## src/sv/tca_pkg.sv

```systemverilog
// Shared types, constants and the command mapping function for the thruster
// control allocation block. No dependencies.
`timescale 1ns / 1ps

package tca_pkg;

    localparam int AXES     = 6;
    localparam int CMD_W    = 8;
    localparam int CMDQ_W   = 17;
    localparam int COEF_W   = 16;
    localparam int SUM_W    = 32;
    localparam int DEN_W    = 32;
    localparam int T_W      = DEN_W + 1;
    localparam int SPAN_W   = 12;
    localparam int NUM_W    = T_W + SPAN_W + 1;
    localparam int DVS_W    = DEN_W + 1;
    localparam int QUO_W    = 12;
    localparam int DZ_W     = 15;
    localparam int PULSE_W  = 12;
    localparam int CFG_IDX_W = 2;
    localparam int CFG_DATA_W = 15;

    localparam logic [DEN_W-1:0] DEN_MIN = DEN_W'(1) << 28;

    localparam logic [DZ_W-1:0]    DZ_RESET    = DZ_W'(1638);
    localparam logic [PULSE_W-1:0] MIN_RESET   = PULSE_W'(1000);
    localparam logic [PULSE_W-1:0] MAX_RESET   = PULSE_W'(2000);

    typedef enum logic [CFG_IDX_W-1:0] {
        CFG_DEADZONE  = 2'd0,
        CFG_MIN_PULSE = 2'd1,
        CFG_MAX_PULSE = 2'd2
    } cfg_index_t;

    typedef logic signed [CMDQ_W-1:0] cmdq_t;
    typedef cmdq_t cmd_vec_t [AXES];
    typedef logic signed [COEF_W-1:0] coef_row_t [AXES];
    typedef logic [DEN_W-1:0] mag_vec_t [AXES];

    localparam logic signed [COEF_W-1:0] ALLOC [AXES][AXES] = '{
        '{   16'sd19,  16'sd4096,   -16'sd22,   -16'sd130,  16'sd24325, -16'sd29480 },
        '{  -16'sd19,  16'sd4096,    16'sd22,    16'sd130, -16'sd24325,  16'sd29480 },
        '{ -16'sd2907,    16'sd2,  16'sd2909, -16'sd19224, -16'sd15932,      16'sd0 },
        '{  16'sd2882,   -16'sd2,  16'sd2909,  16'sd19394, -16'sd15932,      16'sd0 },
        '{ -16'sd2885,   -16'sd2,  16'sd2884,  16'sd19224,  16'sd15932,      16'sd0 },
        '{  16'sd2911,    16'sd2,  16'sd2884, -16'sd19394,  16'sd15932,      16'sd0 }
    };

    typedef struct packed {
        logic [CMD_W-1:0] cmd_surge;
        logic [CMD_W-1:0] cmd_sway;
        logic [CMD_W-1:0] cmd_heave;
        logic [CMD_W-1:0] cmd_roll;
        logic [CMD_W-1:0] cmd_pitch;
        logic [CMD_W-1:0] cmd_yaw;
    } cmd_t;

    typedef struct packed {
        logic [PULSE_W-1:0] pulse_0;
        logic [PULSE_W-1:0] pulse_1;
        logic [PULSE_W-1:0] pulse_2;
        logic [PULSE_W-1:0] pulse_3;
        logic [PULSE_W-1:0] pulse_4;
        logic [PULSE_W-1:0] pulse_5;
    } pulse_t;

    // (2u-255)*32768/255 rounded, saturated, then deadzone
    function automatic cmdq_t map_cmd(input logic [CMD_W-1:0] u, input logic [DZ_W-1:0] dz);
        logic        pos;
        logic [7:0]  x;
        logic [15:0] v;
        logic [15:0] q;
        logic [15:0] mag;
        cmdq_t       res;
        pos = u[7];
        x   = {(pos ? u[6:0] : ~u[6:0]), 1'b1};
        v   = {1'b0, x, 7'd0} + 16'd127;
        q   = (v + (v >> 8) + 16'd1) >> 8;
        mag = {1'b0, x, 7'd0} + q;
        if (pos && mag[15])
            mag = 16'd32767;
        if (mag < {1'b0, dz})
            mag = 16'd0;
        res = pos ? $signed({1'b0, mag}) : -$signed({1'b0, mag});
        return res;
    endfunction

endpackage

```

## src/sv/tca_peak.sv

```systemverilog
// Merge stage: largest force magnitude across all rows, floored at unity.
// Depends on tca_pkg.
`timescale 1ns / 1ps

module tca_peak (
    input  logic                        clk,
    input  logic                        adv,
    input  tca_pkg::mag_vec_t           mag,
    output logic [tca_pkg::DEN_W-1:0]   den
);
    import tca_pkg::*;

    logic [DEN_W-1:0] den_reg;
    logic [DEN_W-1:0] den_next;

    always_comb
    begin
        den_next = DEN_MIN;
        for (int i = 0; i < AXES; i++)
        begin
            if (mag[i] > den_next)
                den_next = mag[i];
        end
    end

    always_ff @(posedge clk)
    begin
        if (adv)
            den_reg <= den_next;
    end

    assign den = den_reg;

endmodule

```

## config.mk

```make
export PLATFORM = sky130hd
export DESIGN_NAME = tca_peak
export DESIGN_NICKNAME = d
export VERILOG_FILES = /design/src/sv/tca_pkg.sv /design/src/sv/tca_peak.sv
export SDC_FILE = /design/constraint.sdc
export NUM_CORES = 1
export LEC_CHECK = 0
export ABC_AREA = 0
export BUFFER_PORTS_ARGS = -buffer_cell sky130_fd_sc_hd__buf_2
export CORE_MARGIN = 5
export CORE_UTILIZATION = 55
export CTS_CLUSTER_SIZE = 12
export DETAILED_ROUTE_END_ITERATION = 12
export PLACE_DENSITY = 0.84
export SYNTH_ARGS = -nofsm -noshare
export SYNTH_HDL_FRONTEND = slang
export SYNTH_SLANG_ARGS = --single-unit
```

## constraint.sdc

```tcl
create_clock -name clk -period 18.5 [get_ports clk]
set_input_delay 0.925 -clock clk [delete_from_list [all_inputs] [get_ports clk]]
set_output_delay 0.925 -clock clk [all_outputs]
set_load 0.05 [all_outputs]
```

==> results.py <==
metrics = {
    "synth": {
        "ys.flop_type": "edfxtp_1",
        "synth_fa_ha_area_share_pct": 24.4,
        "synthMuxAreaShare_pct": 8.83,
        "synth.top_cells.by_area": "ha_1 24%, edfxtp_1 12%, nand4_1 4.8%, a21oi_1 4.8%, mux2i_1 4.4%",
        "yosys.area_share.simple_pct": 23.3,
        "synthArstFlopShare_pct": 0,
        "synth_cell_types": 64,
        "post-synth-top-count-cell": "ha_1",
        "yosys-top-cells-count": "155 x ha_1, 93 x nand2_1, 76 x a21oi_1",
        "avgSynthCellArea_um2": 7.86,
        "seq_area_frac_synth_pct": 12.1,
        "yosysTopAreaCell": "ha_1",
        "syn_area_um2": 7960,
        "ys_ff_latch": 32,
        "synth_top_area_share_pct": 24.4,
        "synth-edff-count": 32,
        "synth-compound-area-share_pct": 25.7,
        "synth_nets": 1362,
        "synth_cells": 1013,
        "synth_top_family_by_area": "compound AO/OA/AOI/OAI gates",
        "ys_warn_count": 0,
        "synth_xor_area_share_pct": 0.330,
    },
    "global_route": {
        "antenna_found_initial": 4,
        "grt_pass1_wl_um": 41100,
        "grt_use_total_pct": 30.0,
        "grt_pass1_vias": 8267,
        "gr-total-overflow": 0,
        "grt_max_degree": 61,
    },
    "sta": {
        "finalCriticalPeriod_ns": 16.81,
        "rsz0062_at_grt": "false",
        "slew_viol_final": 0,
        "period_share_pct": 90.9,
        "max_freq_mhz": 59.5,
        "setup_viol": 0,
        "tightestPinTransition_ns": 0.996,
        "final.setup.worst_slack_ns": 1.69,
        "relSlewSlack_pct": 33.4,
        "tns_ns": 0,
        "finalHoldViolations": 0,
    },
    "die": {
        "dieArea_um2": 17000,
        "core_um2": 14400,
        "ioPinCount": 226,
        "fp.dieH_um": 130,
        "fp.dieW_um": 130,
        "start_util_pct": 55.4,
        "row_count": 44,
    },
    "worst_setup_path": {
        "start_kind": "input port",
        "crit_path_end_kind": "flip-flop",
        "worstPathRequired_ns": 18.53,
        "cp-startpoint": "mag[180]",
        "path_delay_family": "compound AO/OA/AOI/OAI gates",
        "worst-path-buf-inv": 5,
        "slowest_delay_ns": 0.64,
        "crit_path_top_delay_cell": "a211oi_1",
        "path_max_fanout": 60,
        "critPathKind": "in -> reg",
        "cp.arrival_ns": 16.84,
        "crit_top_cell": "a21o_1",
    },
    "placement": {
        "dp_slack_ns": 1.37,
        "dpl-instance-area_um2": 9150,
        "dpl.cell_count": 1377,
        "hpwl_um": 22500,
        "portBuffers": 225,
        "finalWeightedCongestion": 0.990,
    },
    "power_and_ir_drop": {
        "leakage_nw": 4.77,
        "power_mw": 1.15,
        "combPwrFrac_pct": 80.3,
        "p_per_area_nw_per_um2": 124,
        "power_frac_clock_pct": 6.5,
        "p_int_mw": 0.541,
        "seqPwrFrac_pct": 13.2,
        "ir_drop_uv": 80.4,
        "switching_share_pct": 53.0,
        "p_switching_mw": 0.611,
    },
    "finish": {
        "fin_area_um2": 9280,
        "area_growth_pct": 16.6,
        "diodes": 0,
        "nFillCells": 1306,
        "drive_gt1_share_pct": 23.3,
        "final_cells": 1384,
        "largest_reg_flops": 32,
        "nets": 1549,
    },
    "clocking": {
        "clkSinkCount": 32,
        "cts_max_level": 2,
        "path_clk_slew_ns": 0.05,
        "cts_made_buffers": 5,
        "holdBufCountCts": 0,
        "cts_tree": "done",
        "clockBufferDepth": 2,
        "cts_root_buffer": "clkbuf_16",
    },
    "drt": {
        "wl_per_cell_um": 18.8,
        "via_per_inst": 6.32,
        "first_iter_violations": 647,
        "drc": 0,
        "final_antenna_net_count": 0,
        "dr_total_vias": 8748,
        "routed_wl_um": 26100,
        "firstDrtPassIters": 6,
    },
    "hold_path": {
        "hold_class": "in -> reg",
        "min_from": "mag[9]",
    },
    "outcome": {
        "status": "complete, no violations",
    },
    "flow_run": {
        "drv_cap": 0,
    },
}
## through the flow
step / util (%) / hold WS (ns)
3_3_place_gp: 63.7 / 1.24
3_5_place_dp: 63.7 / 1.25
6_report: 64.6 / 0.964
2_1_floorplan: - / 1.04
4_1_cts: 64.6 / 0.961
5_1_grt: 64.6 / 0.968
## layout make-up
class	instances	area, um^2	share of cell area, %
multi-input cells	878	6590	71.0
well taps	184	230	2.48
inverters	52	195	2.10
clock buffers	5	125	1.35
repair buffers	231	1170	12.6
clock inverters	2	7.51	0.0809
flip-flops and latches	32	961	10.4
## cells by family (layout without fill, tap and decap cells)
family / Yosys count / count (layout)
AO/OA/AOI/OAI: 293 / 293
XOR/XNOR: 3 / 3
adder cells (fa/ha/maj): 155 / 155
buffers and inverters: 103 / 290
flip-flops: 32 / 32
multiplexers: 66 / 66
AND/OR/NAND/NOR: 361 / 361
## placed cells by master, fill, tap and decap left out, types with 3 or more instances in the layout
cell / instances
clkbuf_16: 5
nor2_1: 46
a211oi_1: 4
nor2b_1: 5
and3_1: 30
o31ai_1: 3
ha_1: 155
mux2_2: 30
buf_2: 225
o21ai_1: 5
a211o_1: 3
nand2b_1: 9
inv_1: 52
o21a_1: 8
a22o_1: 29
nand2_1: 93
and4_1: 5
a21o_1: 43
o211a_1: 3
or3_1: 28
a2bb2oi_1: 28
nand3_1: 42
a221oi_1: 5
o211ai_1: 5
buf_4: 6
mux2i_1: 35
nand4_1: 61
and2_1: 7
nor3_1: 15
a21oi_1: 76
o21ai_0: 51
edfxtp_1: 32
nor4_1: 14
## power groups by stage
| stage | Clock [mW] | Combinational (mW) | Sequential, mW |
|---|---|---|---|
| floorplan | 0 | 0.574 | 0.290 |
| global placement | 0 | 0.893 | 0.153 |
| detailed placement | 0 | 0.912 | 0.154 |
| CTS | 0.0753 | 0.915 | 0.153 |
| global route | 0.0785 | 1.02 | 0.156 |
| finish | 0.0748 | 0.925 | 0.152 |
## per-layer routing
metal	GRT usage (%)	share of wire, %
met5	0	0.18
met3	4.09	9.0
met1	38.7	42
met4	9.74	2.9
met2	51.7	46
## worst paths after layout
path | depth (start not counted) | slack, ns | endpoint
worst max-delay path | 59 | 1.69 | den[15]$_DFFE_PP_
worst min-delay path | 2 | 0.96 | den[9]$_DFFE_PP_
## repair_timing
item                                    4_1_cts  5_1_grt
resized for setup                             0        2
buffers inserted                              0        0
endpoints found under the setup margin        0       31
Power figures use the tool's default switching activity.
