==> src/sv/tca_pkg.sv <==
// Shared types, constants and the command mapping function for the thruster
// control allocation block. No dependencies.
`timescale 1ns / 1ps

package tca_pkg;

    localparam int AXES     = 6;
    localparam int CMD_W    = 8;
    localparam int CMDQ_W   = 17;
    localparam int COEF_W   = 16;
    localparam int SUM_W    = 32;
    localparam int DEN_W    = 32;
    localparam int T_W      = DEN_W + 1;
    localparam int SPAN_W   = 12;
    localparam int NUM_W    = T_W + SPAN_W + 1;
    localparam int DVS_W    = DEN_W + 1;
    localparam int QUO_W    = 12;
    localparam int DZ_W     = 15;
    localparam int PULSE_W  = 12;
    localparam int CFG_IDX_W = 2;
    localparam int CFG_DATA_W = 15;

    localparam logic [DEN_W-1:0] DEN_MIN = DEN_W'(1) << 28;

    localparam logic [DZ_W-1:0]    DZ_RESET    = DZ_W'(1638);
    localparam logic [PULSE_W-1:0] MIN_RESET   = PULSE_W'(1000);
    localparam logic [PULSE_W-1:0] MAX_RESET   = PULSE_W'(2000);

    typedef enum logic [CFG_IDX_W-1:0] {
        CFG_DEADZONE  = 2'd0,
        CFG_MIN_PULSE = 2'd1,
        CFG_MAX_PULSE = 2'd2
    } cfg_index_t;

    typedef logic signed [CMDQ_W-1:0] cmdq_t;
    typedef cmdq_t cmd_vec_t [AXES];
    typedef logic signed [COEF_W-1:0] coef_row_t [AXES];
    typedef logic [DEN_W-1:0] mag_vec_t [AXES];

    localparam logic signed [COEF_W-1:0] ALLOC [AXES][AXES] = '{
        '{   16'sd19,  16'sd4096,   -16'sd22,   -16'sd130,  16'sd24325, -16'sd29480 },
        '{  -16'sd19,  16'sd4096,    16'sd22,    16'sd130, -16'sd24325,  16'sd29480 },
        '{ -16'sd2907,    16'sd2,  16'sd2909, -16'sd19224, -16'sd15932,      16'sd0 },
        '{  16'sd2882,   -16'sd2,  16'sd2909,  16'sd19394, -16'sd15932,      16'sd0 },
        '{ -16'sd2885,   -16'sd2,  16'sd2884,  16'sd19224,  16'sd15932,      16'sd0 },
        '{  16'sd2911,    16'sd2,  16'sd2884, -16'sd19394,  16'sd15932,      16'sd0 }
    };

    typedef struct packed {
        logic [CMD_W-1:0] cmd_surge;
        logic [CMD_W-1:0] cmd_sway;
        logic [CMD_W-1:0] cmd_heave;
        logic [CMD_W-1:0] cmd_roll;
        logic [CMD_W-1:0] cmd_pitch;
        logic [CMD_W-1:0] cmd_yaw;
    } cmd_t;

    typedef struct packed {
        logic [PULSE_W-1:0] pulse_0;
        logic [PULSE_W-1:0] pulse_1;
        logic [PULSE_W-1:0] pulse_2;
        logic [PULSE_W-1:0] pulse_3;
        logic [PULSE_W-1:0] pulse_4;
        logic [PULSE_W-1:0] pulse_5;
    } pulse_t;

    // (2u-255)*32768/255 rounded, saturated, then deadzone
    function automatic cmdq_t map_cmd(input logic [CMD_W-1:0] u, input logic [DZ_W-1:0] dz);
        logic        pos;
        logic [7:0]  x;
        logic [15:0] v;
        logic [15:0] q;
        logic [15:0] mag;
        cmdq_t       res;
        pos = u[7];
        x   = {(pos ? u[6:0] : ~u[6:0]), 1'b1};
        v   = {1'b0, x, 7'd0} + 16'd127;
        q   = (v + (v >> 8) + 16'd1) >> 8;
        mag = {1'b0, x, 7'd0} + q;
        if (pos && mag[15])
            mag = 16'd32767;
        if (mag < {1'b0, dz})
            mag = 16'd0;
        res = pos ? $signed({1'b0, mag}) : -$signed({1'b0, mag});
        return res;
    endfunction

endpackage

==> src/sv/tca_sum_lane.sv <==
// One allocation row: six constant products, then the row sum and its magnitude.
// Depends on tca_pkg.
`timescale 1ns / 1ps

module tca_sum_lane (
    input  logic                                clk,
    input  logic                                adv,
    input  tca_pkg::cmd_vec_t                   cmd_vec,
    input  tca_pkg::coef_row_t                  coef,
    output logic signed [tca_pkg::SUM_W-1:0]    sum,
    output logic [tca_pkg::DEN_W-1:0]           mag
);
    import tca_pkg::*;

    logic signed [SUM_W-1:0] prod_reg [AXES];
    logic signed [SUM_W-1:0] prod_next [AXES];
    logic signed [SUM_W-1:0] sum_reg;
    logic signed [SUM_W-1:0] sum_next;
    logic [DEN_W-1:0]        mag_reg;
    logic [DEN_W-1:0]        mag_next;

    always_comb
    begin
        for (int j = 0; j < AXES; j++)
        begin
            prod_next[j] = SUM_W'(cmd_vec[j] * coef[j]);
        end
    end

    always_comb
    begin
        sum_next = '0;
        for (int j = 0; j < AXES; j++)
        begin
            sum_next = sum_next + prod_reg[j];
        end
        mag_next = sum_next[SUM_W-1] ? DEN_W'(-sum_next) : DEN_W'(sum_next);
    end

    always_ff @(posedge clk)
    begin
        if (adv)
        begin
            prod_reg <= prod_next;
            sum_reg  <= sum_next;
            mag_reg  <= mag_next;
        end
    end

    assign sum = sum_reg;
    assign mag = mag_reg;

endmodule

==> config.mk <==
export PLATFORM = sky130hd
export DESIGN_NAME = tca_sum_lane
export DESIGN_NICKNAME = d
export VERILOG_FILES = /design/src/sv/tca_pkg.sv /design/src/sv/tca_sum_lane.sv
export SDC_FILE = /design/constraint.sdc
export NUM_CORES = 2
export LEC_CHECK = 0
export BUFFER_PORTS_ARGS = -buffer_cell sky130_fd_sc_hd__buf_4
export CELL_PAD_IN_SITES_DETAIL_PLACEMENT = 1
export CELL_PAD_IN_SITES_GLOBAL_PLACEMENT = 2
export CORE_MARGIN = 1
export CORE_UTILIZATION = 46
export CTS_BUF_LIST = sky130_fd_sc_hd__clkbuf_16
export DETAILED_ROUTE_END_ITERATION = 10
export PLACE_DENSITY_LB_ADDON = 0.1
export SLEW_MARGIN = 0
export SYNTH_ARGS = -nofsm -noshare
export SYNTH_HDL_FRONTEND = slang
export SYNTH_SLANG_ARGS = --single-unit
export TNS_END_PERCENT = 100
==> constraint.sdc <==
create_clock -name clk -period 19.7 [get_ports clk]
set_clock_uncertainty 0.2 [all_clocks]
set_input_delay 4.925 -clock clk [delete_from_list [all_inputs] [get_ports clk]]
set_output_delay 4.925 -clock clk [all_outputs]
set_load 0.05 [all_outputs]
==> parameters.txt <==
Parameter                              Value

STA
  Final slew viol count ... 0
  Slew @ Worst Pin ... 1269 ps
  Endpoints failing hold ... 0
  Worst slew slack as a fraction of its limit ... 15.13%
  RSZ-0062 raised after global routing ... no
  Post-layout min period ... 11330 ps
  FMAX ... 88.25 MHz
  Final Cycle Share ... 57.52%
  Number of setup violations in the final report ... 0
  Setup TNS after final layout ... 0 ps

Critical path
  Worst path arrival time ... 11460 ps
  Crit. path cell count ... 22
  Sort of element at the start of the critical path ... primary input
  Slowest stage cell on the critical path ... fa_1
  Length in cells of the worst reg-to-reg path ... 16
  Buf+Inv Stages, Crit Path ... 4
  Maximum fanout along the worst path ... 17
  Crit-path leading delay family ... adder cells
  Top cell by count, worst path ... fa_1
  Sequence of cells on the critical path ... buf_4 > nand2_1 > inv_1 > fa_1 > fa_1 > fa_1 > fa_1 > fa_1 > inv_1 > fa_1 > inv_1 > ha_1 > a21o_1 > a21o_1 > a21o_1 > a21o_1 > a21oi_1 > o21ai_0 > a2111oi_0 > o31ai_1 > a21oi_1 > xnor2_1
  Required time at the worst-slack endpoint ... 19830 ps
  Type of the worst setup path ... primary input to register
  Worst Setup End Kind ... register
  Delay contributed by the slowest stage of the critical path ... 760 ps

Placed design
  PortBufs ... 263
  Post-DP HPWL ... 178800 um
  Routability Congestion ... 0.8808

Min path
  Count of cells along the worst hold path ... 2
  Hold/Removal Path Class ... register to register

Synth
  Syn_nets ... 10090
  Per-instance average area after synthesis ... 9.675 um^2
  Number of storage elements in the synthesis netlist ... 255
  Most used DFF post-synth ... edfxtp_1
  Number of instances in the synthesized netlist ... 7627
  Async set-reset flop share out of synthesis ... 0%
  Number of synthesized flops with an enable pin ... 255
  Area of the mapped netlist ... 73790 um^2
  Yosys cell types ... 84
  Ys Warns ... 0
  Post-synthesis sequential area ratio ... 10.38%

Die
  Std-Cell Core Area ... 158700 um^2
  Die ar. ... 162000 um^2
  Number of primary I/O pins ... 264
  Die Width ... 402.5 um
  Initial standard-cell utilization of the core ... 46.49%
  Site row count ... 146
  Die height ... 402.5 um

Global routing
  Global router's overall resource usage ... 27.36%
  Total congestion overflow ... 0
  Largest net degree at the start of global routing ... 117
  Antenna violations before repair ... 1
  Global-route wire length before repair ... 342600 um
  Via count of the first global-routing pass ... 58810

Drt
  DR vias/cell ... 5.188
  Vias ... 50750
  Initial drt markers ... 2579
  Final routed wirelength across all metal layers ... 210800 um
  Length of the first detailed-routing pass in iterations ... 6
  WL/cell ... 21.55 um
  Detailed-route DRC error count ... 0
  Number of nets with antenna violations after detailed routing ... 0

CTS
  Buffer depth of the longest clock path ... 3
  Sink count of the clock tree ... 255
  Post-CTS Setup Bufs ... 0
  H-tree Lvls ... 1
  Clock insertion delay at the later pin of the skew report ... 590 ps
  Number of hold buffers added after CTS ... 0
  Clock tree from TritonCTS ... yes
  CTS resizes ... 0
  CTS root buffer ... clkbuf_16
  Cts bufs inserted ... 28
  Clock-pin slew reported for the worst setup and hold paths after clock tree synthesis ... 70 ps

Layout
  Area Overhead vs Synth ... 6.465%
  Layout cells sized above 1 ... 4.617%
  Final-stage net count ... 10160
  Number of flip-flops in the largest register ... 192

Flow run
  Number of max-cap violations ... 0

Run status
  Result of the run ... complete, no violations
[cell type report]
| type | count | area (um^2) |
|---|---|---|
| well taps | 2072 | 2592 |
| clock buffers | 29 | 725.7 |
| clock inverters | 22 | 322.8 |
| diodes | 1 | 2.502 |
| flip-flops and latches | 255 | 7657 |
| multi-input cells | 5103 | 57600 |
| fillers | 17950 | 80180 |
| inverters | 2029 | 7616 |
| repair buffers | 272 | 2049 |
[path summary, 6_finish.rpt]
check                            to  slack, ps                     from
min reg2reg        sum[0]$_DFFE_PP_        750  prod_reg[160]$_DFFE_PP_
max          prod_reg[30]$_DFFE_PP_       8370                  coef[1]
max reg2reg       mag[26]$_DFFE_PP_      13170   prod_reg[67]$_DFFE_PP_
min                sum[0]$_DFFE_PP_        750  prod_reg[160]$_DFFE_PP_
[per-stage QoR]
stage                     cells  utilization (%)  hold slack [ps]  setup WS [ps]  instance area [um^2]
after floorplan            7627                -            568.6           8303                 73790
after global routing       9782            49.49            816.6           8138                 78560
after detailed placement   9731            48.83            719.0           7776                 77510
after global placement     9731            48.83            687.2           7819                 77510
after CTS                  9782            49.49            750.8           8354                 78560
final                      9783            49.49            747.9           8369                 78560
[synth_stat cells (6+ instances only)]
master	n	area share (%)
nor2b_1	14	0.12
o21bai_1	25	0.25
or2_2	9	0.076
nand2_1	860	4.4
fa_1	1743	47
o21ai_0	89	0.60
nand2b_1	45	0.38
a41oi_1	6	0.071
nand3_1	38	0.26
o31a_1	6	0.071
xnor2_1	213	2.5
a211oi_1	18	0.18
inv_1	2029	10
nor2_1	161	0.82
o211ai_1	13	0.13
or3_1	11	0.093
nand4_1	15	0.13
a31oi_1	24	0.20
clkbuf_1	229	1.2
o21a_1	35	0.36
nor3_1	35	0.24
a211o_1	6	0.071
and2_1	753	6.4
ha_1	523	8.9
edfxtp_1	255	10
a21o_1	111	1.1
o31ai_1	11	0.11
a21oi_1	162	1.1
xor2_1	66	0.78
and3_1	22	0.19
[routing by layer]
metal	vias up	global-route usage, %	share of wire (%)
met3	148	2.260	3.5
met5	-	0	0
met1	27270	38.40	45
met4	0	3.522	1.5
li1	22520	-	-
met2	805	47.46	50
[cell families (layout without fill, tap and decap cells)]
family / after synthesis / after routing / share of synthesized area (%)
compound gates: 567 / 567 / 5.107
buf+inv: 2269 / 2352 / 11.58
other cells: 0 / 1 / 0
xor+xnor: 280 / 280 / 3.349
flops: 255 / 255 / 10.38
fa+ha+maj: 2266 / 2266 / 56.15
mux: 4 / 4 / 0.05426
simple gates: 1986 / 1986 / 13.38
[worst reg2reg max path, cell delays in order, from the launching register on]
cell and delay, ps:
edfxtp_1 420, inv_1 190, fa_1 460, inv_1 110, fa_1 450, fa_1 500
ha_1 320, a211o_1 330, a2111oi_2 310, o21ba_1 470, a211oi_2 190, xor2_1 310
a31oi_1 750, nand4_4 230, nor4b_4 630, a21oi_1 170, xor2_1 170
[placed cells by master, fill, tap and decap left out, types with 14 or more instances in the layout]
master and instances:
a211oi_1 18, a21o_1 111, a21oi_1 162, a31oi_1 24, and2_1 753, and3_1 22, buf_4 271, clkbuf_16 29
edfxtp_1 255, fa_1 1743, ha_1 523, inv_1 2031, nand2_1 860, nand2b_1 45, nand3_1 38, nand4_1 15
nor2_1 161, nor2b_1 14, nor3_1 35, o21a_1 35, o21ai_0 89, o21bai_1 25, xnor2_1 213, xor2_1 65
Power is not shown: default switching activity piles up to over one toggle a cycle in this logic, so the estimate is an artifact.
