### config.mk
export PLATFORM = sky130hd
export DESIGN_NAME = tca_pulse_lane
export DESIGN_NICKNAME = d
export VERILOG_FILES = /design/src/sv/tca_pkg.sv /design/src/sv/tca_pulse_lane.sv
export SDC_FILE = /design/constraint.sdc
export NUM_CORES = 2
export LEC_CHECK = 0
export BUFFER_PORTS_ARGS = -buffer_cell sky130_fd_sc_hd__buf_4
export CORE_ASPECT_RATIO = 0.6
export CORE_UTILIZATION = 59
export CTS_CLUSTER_SIZE = 25
export DETAILED_ROUTE_END_ITERATION = 6
export GPL_TIMING_DRIVEN = 0
export PLACE_DENSITY = 0.75
export SETUP_SLACK_MARGIN = 0.2
export SYNTH_ARGS = -nofsm -noshare
export SYNTH_HDL_FRONTEND = slang
export SYNTH_SLANG_ARGS = --single-unit
### constraint.sdc
create_clock -name clk -period 7.15 [get_ports clk]
set_clock_uncertainty 0.1 [all_clocks]
set_input_delay 1.43 -clock clk [delete_from_list [all_inputs] [get_ports clk]]
set_output_delay 1.43 -clock clk [all_outputs]
set_load 0.01 [all_outputs]
### src/sv/tca_pkg.sv
// Shared types, constants and the command mapping function for the thruster
// control allocation block. No dependencies.
`timescale 1ns / 1ps

package tca_pkg;

    localparam int AXES     = 6;
    localparam int CMD_W    = 8;
    localparam int CMDQ_W   = 17;
    localparam int COEF_W   = 16;
    localparam int SUM_W    = 32;
    localparam int DEN_W    = 32;
    localparam int T_W      = DEN_W + 1;
    localparam int SPAN_W   = 12;
    localparam int NUM_W    = T_W + SPAN_W + 1;
    localparam int DVS_W    = DEN_W + 1;
    localparam int QUO_W    = 12;
    localparam int DZ_W     = 15;
    localparam int PULSE_W  = 12;
    localparam int CFG_IDX_W = 2;
    localparam int CFG_DATA_W = 15;

    localparam logic [DEN_W-1:0] DEN_MIN = DEN_W'(1) << 28;

    localparam logic [DZ_W-1:0]    DZ_RESET    = DZ_W'(1638);
    localparam logic [PULSE_W-1:0] MIN_RESET   = PULSE_W'(1000);
    localparam logic [PULSE_W-1:0] MAX_RESET   = PULSE_W'(2000);

    typedef enum logic [CFG_IDX_W-1:0] {
        CFG_DEADZONE  = 2'd0,
        CFG_MIN_PULSE = 2'd1,
        CFG_MAX_PULSE = 2'd2
    } cfg_index_t;

    typedef logic signed [CMDQ_W-1:0] cmdq_t;
    typedef cmdq_t cmd_vec_t [AXES];
    typedef logic signed [COEF_W-1:0] coef_row_t [AXES];
    typedef logic [DEN_W-1:0] mag_vec_t [AXES];

    localparam logic signed [COEF_W-1:0] ALLOC [AXES][AXES] = '{
        '{   16'sd19,  16'sd4096,   -16'sd22,   -16'sd130,  16'sd24325, -16'sd29480 },
        '{  -16'sd19,  16'sd4096,    16'sd22,    16'sd130, -16'sd24325,  16'sd29480 },
        '{ -16'sd2907,    16'sd2,  16'sd2909, -16'sd19224, -16'sd15932,      16'sd0 },
        '{  16'sd2882,   -16'sd2,  16'sd2909,  16'sd19394, -16'sd15932,      16'sd0 },
        '{ -16'sd2885,   -16'sd2,  16'sd2884,  16'sd19224,  16'sd15932,      16'sd0 },
        '{  16'sd2911,    16'sd2,  16'sd2884, -16'sd19394,  16'sd15932,      16'sd0 }
    };

    typedef struct packed {
        logic [CMD_W-1:0] cmd_surge;
        logic [CMD_W-1:0] cmd_sway;
        logic [CMD_W-1:0] cmd_heave;
        logic [CMD_W-1:0] cmd_roll;
        logic [CMD_W-1:0] cmd_pitch;
        logic [CMD_W-1:0] cmd_yaw;
    } cmd_t;

    typedef struct packed {
        logic [PULSE_W-1:0] pulse_0;
        logic [PULSE_W-1:0] pulse_1;
        logic [PULSE_W-1:0] pulse_2;
        logic [PULSE_W-1:0] pulse_3;
        logic [PULSE_W-1:0] pulse_4;
        logic [PULSE_W-1:0] pulse_5;
    } pulse_t;

    // (2u-255)*32768/255 rounded, saturated, then deadzone
    function automatic cmdq_t map_cmd(input logic [CMD_W-1:0] u, input logic [DZ_W-1:0] dz);
        logic        pos;
        logic [7:0]  x;
        logic [15:0] v;
        logic [15:0] q;
        logic [15:0] mag;
        cmdq_t       res;
        pos = u[7];
        x   = {(pos ? u[6:0] : ~u[6:0]), 1'b1};
        v   = {1'b0, x, 7'd0} + 16'd127;
        q   = (v + (v >> 8) + 16'd1) >> 8;
        mag = {1'b0, x, 7'd0} + q;
        if (pos && mag[15])
            mag = 16'd32767;
        if (mag < {1'b0, dz})
            mag = 16'd0;
        res = pos ? $signed({1'b0, mag}) : -$signed({1'b0, mag});
        return res;
    endfunction

endpackage

### src/sv/tca_pulse_lane.sv
// One thruster: offset, scale by pulse span, then a pipelined restoring divide
// by twice the denominator, one quotient bit per stage. Depends on tca_pkg.
`timescale 1ns / 1ps

module tca_pulse_lane (
    input  logic                                clk,
    input  logic                                adv,
    input  logic signed [tca_pkg::SUM_W-1:0]    sum,
    input  logic [tca_pkg::DEN_W-1:0]           den,
    input  logic [tca_pkg::SPAN_W-1:0]          span_mag,
    output logic [tca_pkg::QUO_W-1:0]           quo
);
    import tca_pkg::*;

    logic signed [SUM_W-1:0] s_reg;
    logic [T_W-1:0]          t_reg;
    logic [T_W-1:0]          t_next;
    logic [DEN_W-1:0]        den_b_reg;
    logic [NUM_W-1:0]        num_reg;
    logic [NUM_W-1:0]        num_next;
    logic [DVS_W-1:0]        dvs_reg;
    logic signed [T_W:0]     tsum;

    logic [NUM_W-1:0] rem_reg [QUO_W];
    logic [QUO_W-1:0] quo_reg [QUO_W];
    logic [DVS_W-1:0] dvs_pipe_reg [QUO_W];

    always_comb
    begin
        tsum     = {{2{s_reg[SUM_W-1]}}, s_reg} + $signed({2'b00, den});
        t_next   = tsum[T_W-1:0];
        num_next = NUM_W'(t_reg * span_mag) + NUM_W'(den_b_reg);
    end

    always_ff @(posedge clk)
    begin
        if (adv)
        begin
            s_reg     <= sum;
            t_reg     <= t_next;
            den_b_reg <= den;
            num_reg   <= num_next;
            dvs_reg   <= {den_b_reg, 1'b0};
        end
    end

    for (genvar i = 0; i < QUO_W; i++)
    begin : g_div
        localparam int BIT = QUO_W - 1 - i;
        logic [NUM_W-1:0] rem_in;
        logic [QUO_W-1:0] quo_in;
        logic [DVS_W-1:0] dvs_in;
        logic [NUM_W-1:0] trial;
        logic [NUM_W-1:0] rem_next;
        logic [QUO_W-1:0] quo_next;

        if (i == 0)
        begin : g_first
            assign rem_in = num_reg;
            assign quo_in = '0;
            assign dvs_in = dvs_reg;
        end
        else
        begin : g_rest
            assign rem_in = rem_reg[i-1];
            assign quo_in = quo_reg[i-1];
            assign dvs_in = dvs_pipe_reg[i-1];
        end

        always_comb
        begin
            trial    = NUM_W'(dvs_in) << BIT;
            rem_next = rem_in;
            quo_next = quo_in;
            if (rem_in >= trial)
            begin
                rem_next      = rem_in - trial;
                quo_next[BIT] = 1'b1;
            end
        end

        always_ff @(posedge clk)
        begin
            if (adv)
            begin
                rem_reg[i]      <= rem_next;
                quo_reg[i]      <= quo_next;
                dvs_pipe_reg[i] <= dvs_in;
            end
        end
    end

    assign quo = quo_reg[QUO_W-1];

endmodule

==> metrics.md <==
| Metric | Value |
|---|---|
| Netlist Area Pre-Place | `74,330 um^2` |
| Unrepaired setup endpoints after global routing | `no` |
| ANT nets after route | `0` |
| Hold WS | `0.3166 ns` |
| Fin crit share | `96.38%` |
| CTS tree | `built` |
| Clock slew at reported path FFs | `0.07 ns` |
| Initial antenna violation count | `14` |
| Final Hold Vio Count | `0` |
| Htree depth | `3` |
| CP Launch Type | `input port` |
| Crit path max fanout | `10` |
| Sequential area share after synthesis | `44.88%` |
| Mapped Cells | `6,985` |
| # port buffers | `89` |
| CP required | `7.50 ns` |
| Placer Congestion | `1.040` |
| Run status | `finished with violations` |
| Die height | `276.9 um` |
| Synth warn | `0` |
| Worst slew pin tran | `1.509 ns` |
| Fmax | `145.1 MHz` |
| Slew Limit Fails | `12` |
| Avg Cell Area, Syn | `10.64 um^2` |
| # setup viols final | `0` |
| Clock sinks | `1,111` |
| Commonest non-fill, non-tap cell in the layout | `edfxtp_1` |
| Crit path time final | `6.891 ns` |
| Synth async-reset ratio | `0%` |
| Max-cap violation count | `2` |
| Row cnt | `100` |
| Synth unique cells | `90` |
| Finished Cell Area | `81,440 um^2` |
| Vias in the first global route | `51,210` |
| Vias per cell | `6.184` |
| All-Layer GR Usage | `34.23%` |
| Synth Flop Type | `edfxtp_1` |
| Drt total wl | `218.9 mm` |
| CORE AREA | `124,500 um^2` |
| Via count | `55,550` |
| IO Count | `90` |
| CP Class | `input port to flip-flop` |
| Initial Util | `59.71%` |
| Hpwl dp | `173.6 mm` |
| DR WL/cell | `24.37 um` |
| GR Overflow Total | `0` |
| Die width | `460.2 um` |
| Max transition margin | `-0.5915%` |
| Max clock buf depth | `3` |
| Final #Nets | `8,143` |
| Remaining DRCs | `10` |
| Syn nets | `7,927` |
| Setup TNS | `0 ns` |
| Post-synthesis register bit count | `1,111` |
| Die area | `127,500 um^2` |
| Insertion delay to the later sink of the worst-skew pair | `0.76 ns` |
| Largest register FFs | `506` |
| CP Data Arrival Time | `7.24 ns` |
| P&R area growth vs syn | `9.566%` |
| Final Util | `65.42%` |
| Violated checks | `DRC, capacitance limit, slew limit` |
| Post-DP Area | `77,340 um^2` |
| Number of DRC markers in iteration 0 | `8,012` |
| EDFF count, synth | `1,111` |
| Clk root buf | `clkbuf_16` |
| Layout cells sized above 1 | `6.927%` |
| Worst Hold Class | `flip-flop to flip-flop` |
| Most frequent cells in the layout | `edfxtp_1, inv_1, nand2_1, a21oi_1, ha_1` |
| First-pass GRT wire length | `324.7 mm` |
| Largest net degree at the start of global routing | `180` |
| Crit path capture type | `flip-flop` |
| CTS Buf Count | `106` |
| Drt first pass iters | `7` |
per-layer routing:
layer / track usage (%) / routed length (um) / vias up
met5: 0 / 394 / -
met4: 4.159 / 2212 / 16
met3: 19.09 / 40590 / 172
li1: - / - / 24990
met2: 36.66 / 71150 / 3129
met1: 57.41 / 104600 / 27240
area by class of cell:
class,instances,area [um^2]
buffer,212,1025
fill,9733,43050
clock inverter,73,814.5
multi-input combinational,4741,36970
sequential,1111,33360
timing repair buffer,108,947.2
antenna,10,25.02
inverter,921,3457
tap,1683,2106
clock buffer,124,2741
worst max-delay path, stage by stage:
cell and delay [ns]:
buf_4 0.28, buf_6 0.28, nand2_1 0.13, fa_1 0.53
fa_1 0.52, inv_1 0.04, ha_1 0.31, fa_1 0.53
inv_1 0.06, fa_1 0.52, inv_1 0.04, ha_1 0.27
or4_4 0.55, o22ai_4 0.22, a31oi_4 0.20, a21oi_4 0.27
nor2_2 0.12, a311o_2 0.48, a21oi_1 0.14, o21ai_0 0.13
xor2_1 0.17
Yosys cell counts, types with 173 or more instances:
| cell | n | area (um^2) |
|---|---|---|
| a21o_1 | 201 | 1509 |
| a21oi_1 | 510 | 2552 |
| and2_1 | 214 | 1339 |
| clkbuf_1 | 176 | 660.6 |
| edfxtp_1 | 1111 | 33360 |
| fa_1 | 354 | 7087 |
| ha_1 | 510 | 6381 |
| inv_1 | 921 | 3457 |
| nand2_1 | 625 | 2346 |
| nor2_1 | 346 | 1299 |
| o21ai_0 | 389 | 1947 |
| xnor2_1 | 255 | 2233 |
| xor2_1 | 173 | 1515 |
kinds of logic (layout without fill, tap and decap cells):
logic type / count (synthesis) / after routing / synth area share [%]
multiplexers: 78 / 78 / 1.198
other: 0 / 10 / 0
AO/OA/AOI/OAI: 1580 / 1580 / 13.23
XOR/XNOR: 428 / 428 / 5.043
flip-flops: 1111 / 1111 / 44.88
AND/OR/NAND/NOR: 1791 / 1791 / 11.74
adder cells (fa/ha/maj): 864 / 864 / 18.12
buffers and inverters: 1133 / 1438 / 5.789
what timing repair did:
| item | 4_1_cts | 5_1_grt |
|---|---|---|
| setup buffers | 2 | 7 |
| endpoints found under the setup margin | 28 | 16 |
| gates cloned | 0 | 0 |
| gates resized for setup | 76 | 117 |
| hold buffers | 0 | 0 |
| pin swaps | 1 | 11 |
path summary, 6_finish.rpt:
kind / startpoint / endpoint / slack, ns / cells past startpoint
worst max register to register: t_reg[6]$_DFFE_PP_ / g_div[0].rem_in[45]$_DFFE_PP_ / 0.28 / 21
worst min-delay path: quo_reg[2][7]$_DFFE_PP_ / quo_reg[2][19]$_DFFE_PP_ / 0.32 / 0
worst min register to register: quo_reg[2][7]$_DFFE_PP_ / quo_reg[2][19]$_DFFE_PP_ / 0.32 / 0
worst max-delay path: span_mag[5] / g_div[0].rem_in[45]$_DFFE_PP_ / 0.26 / 21
metrics by stage:
step | setup slack, ns | cells
after floorplan | 0.2096 | 6985
after global placement | -5.153 | 8757
after detailed placement | -1.535 | 8766
after CTS | 0.1599 | 8965
after global routing | 0.1902 | 8975
final | 0.2585 | 8983
Power is not shown: default switching activity piles up to over one toggle a cycle in this logic, so the estimate is an artifact.
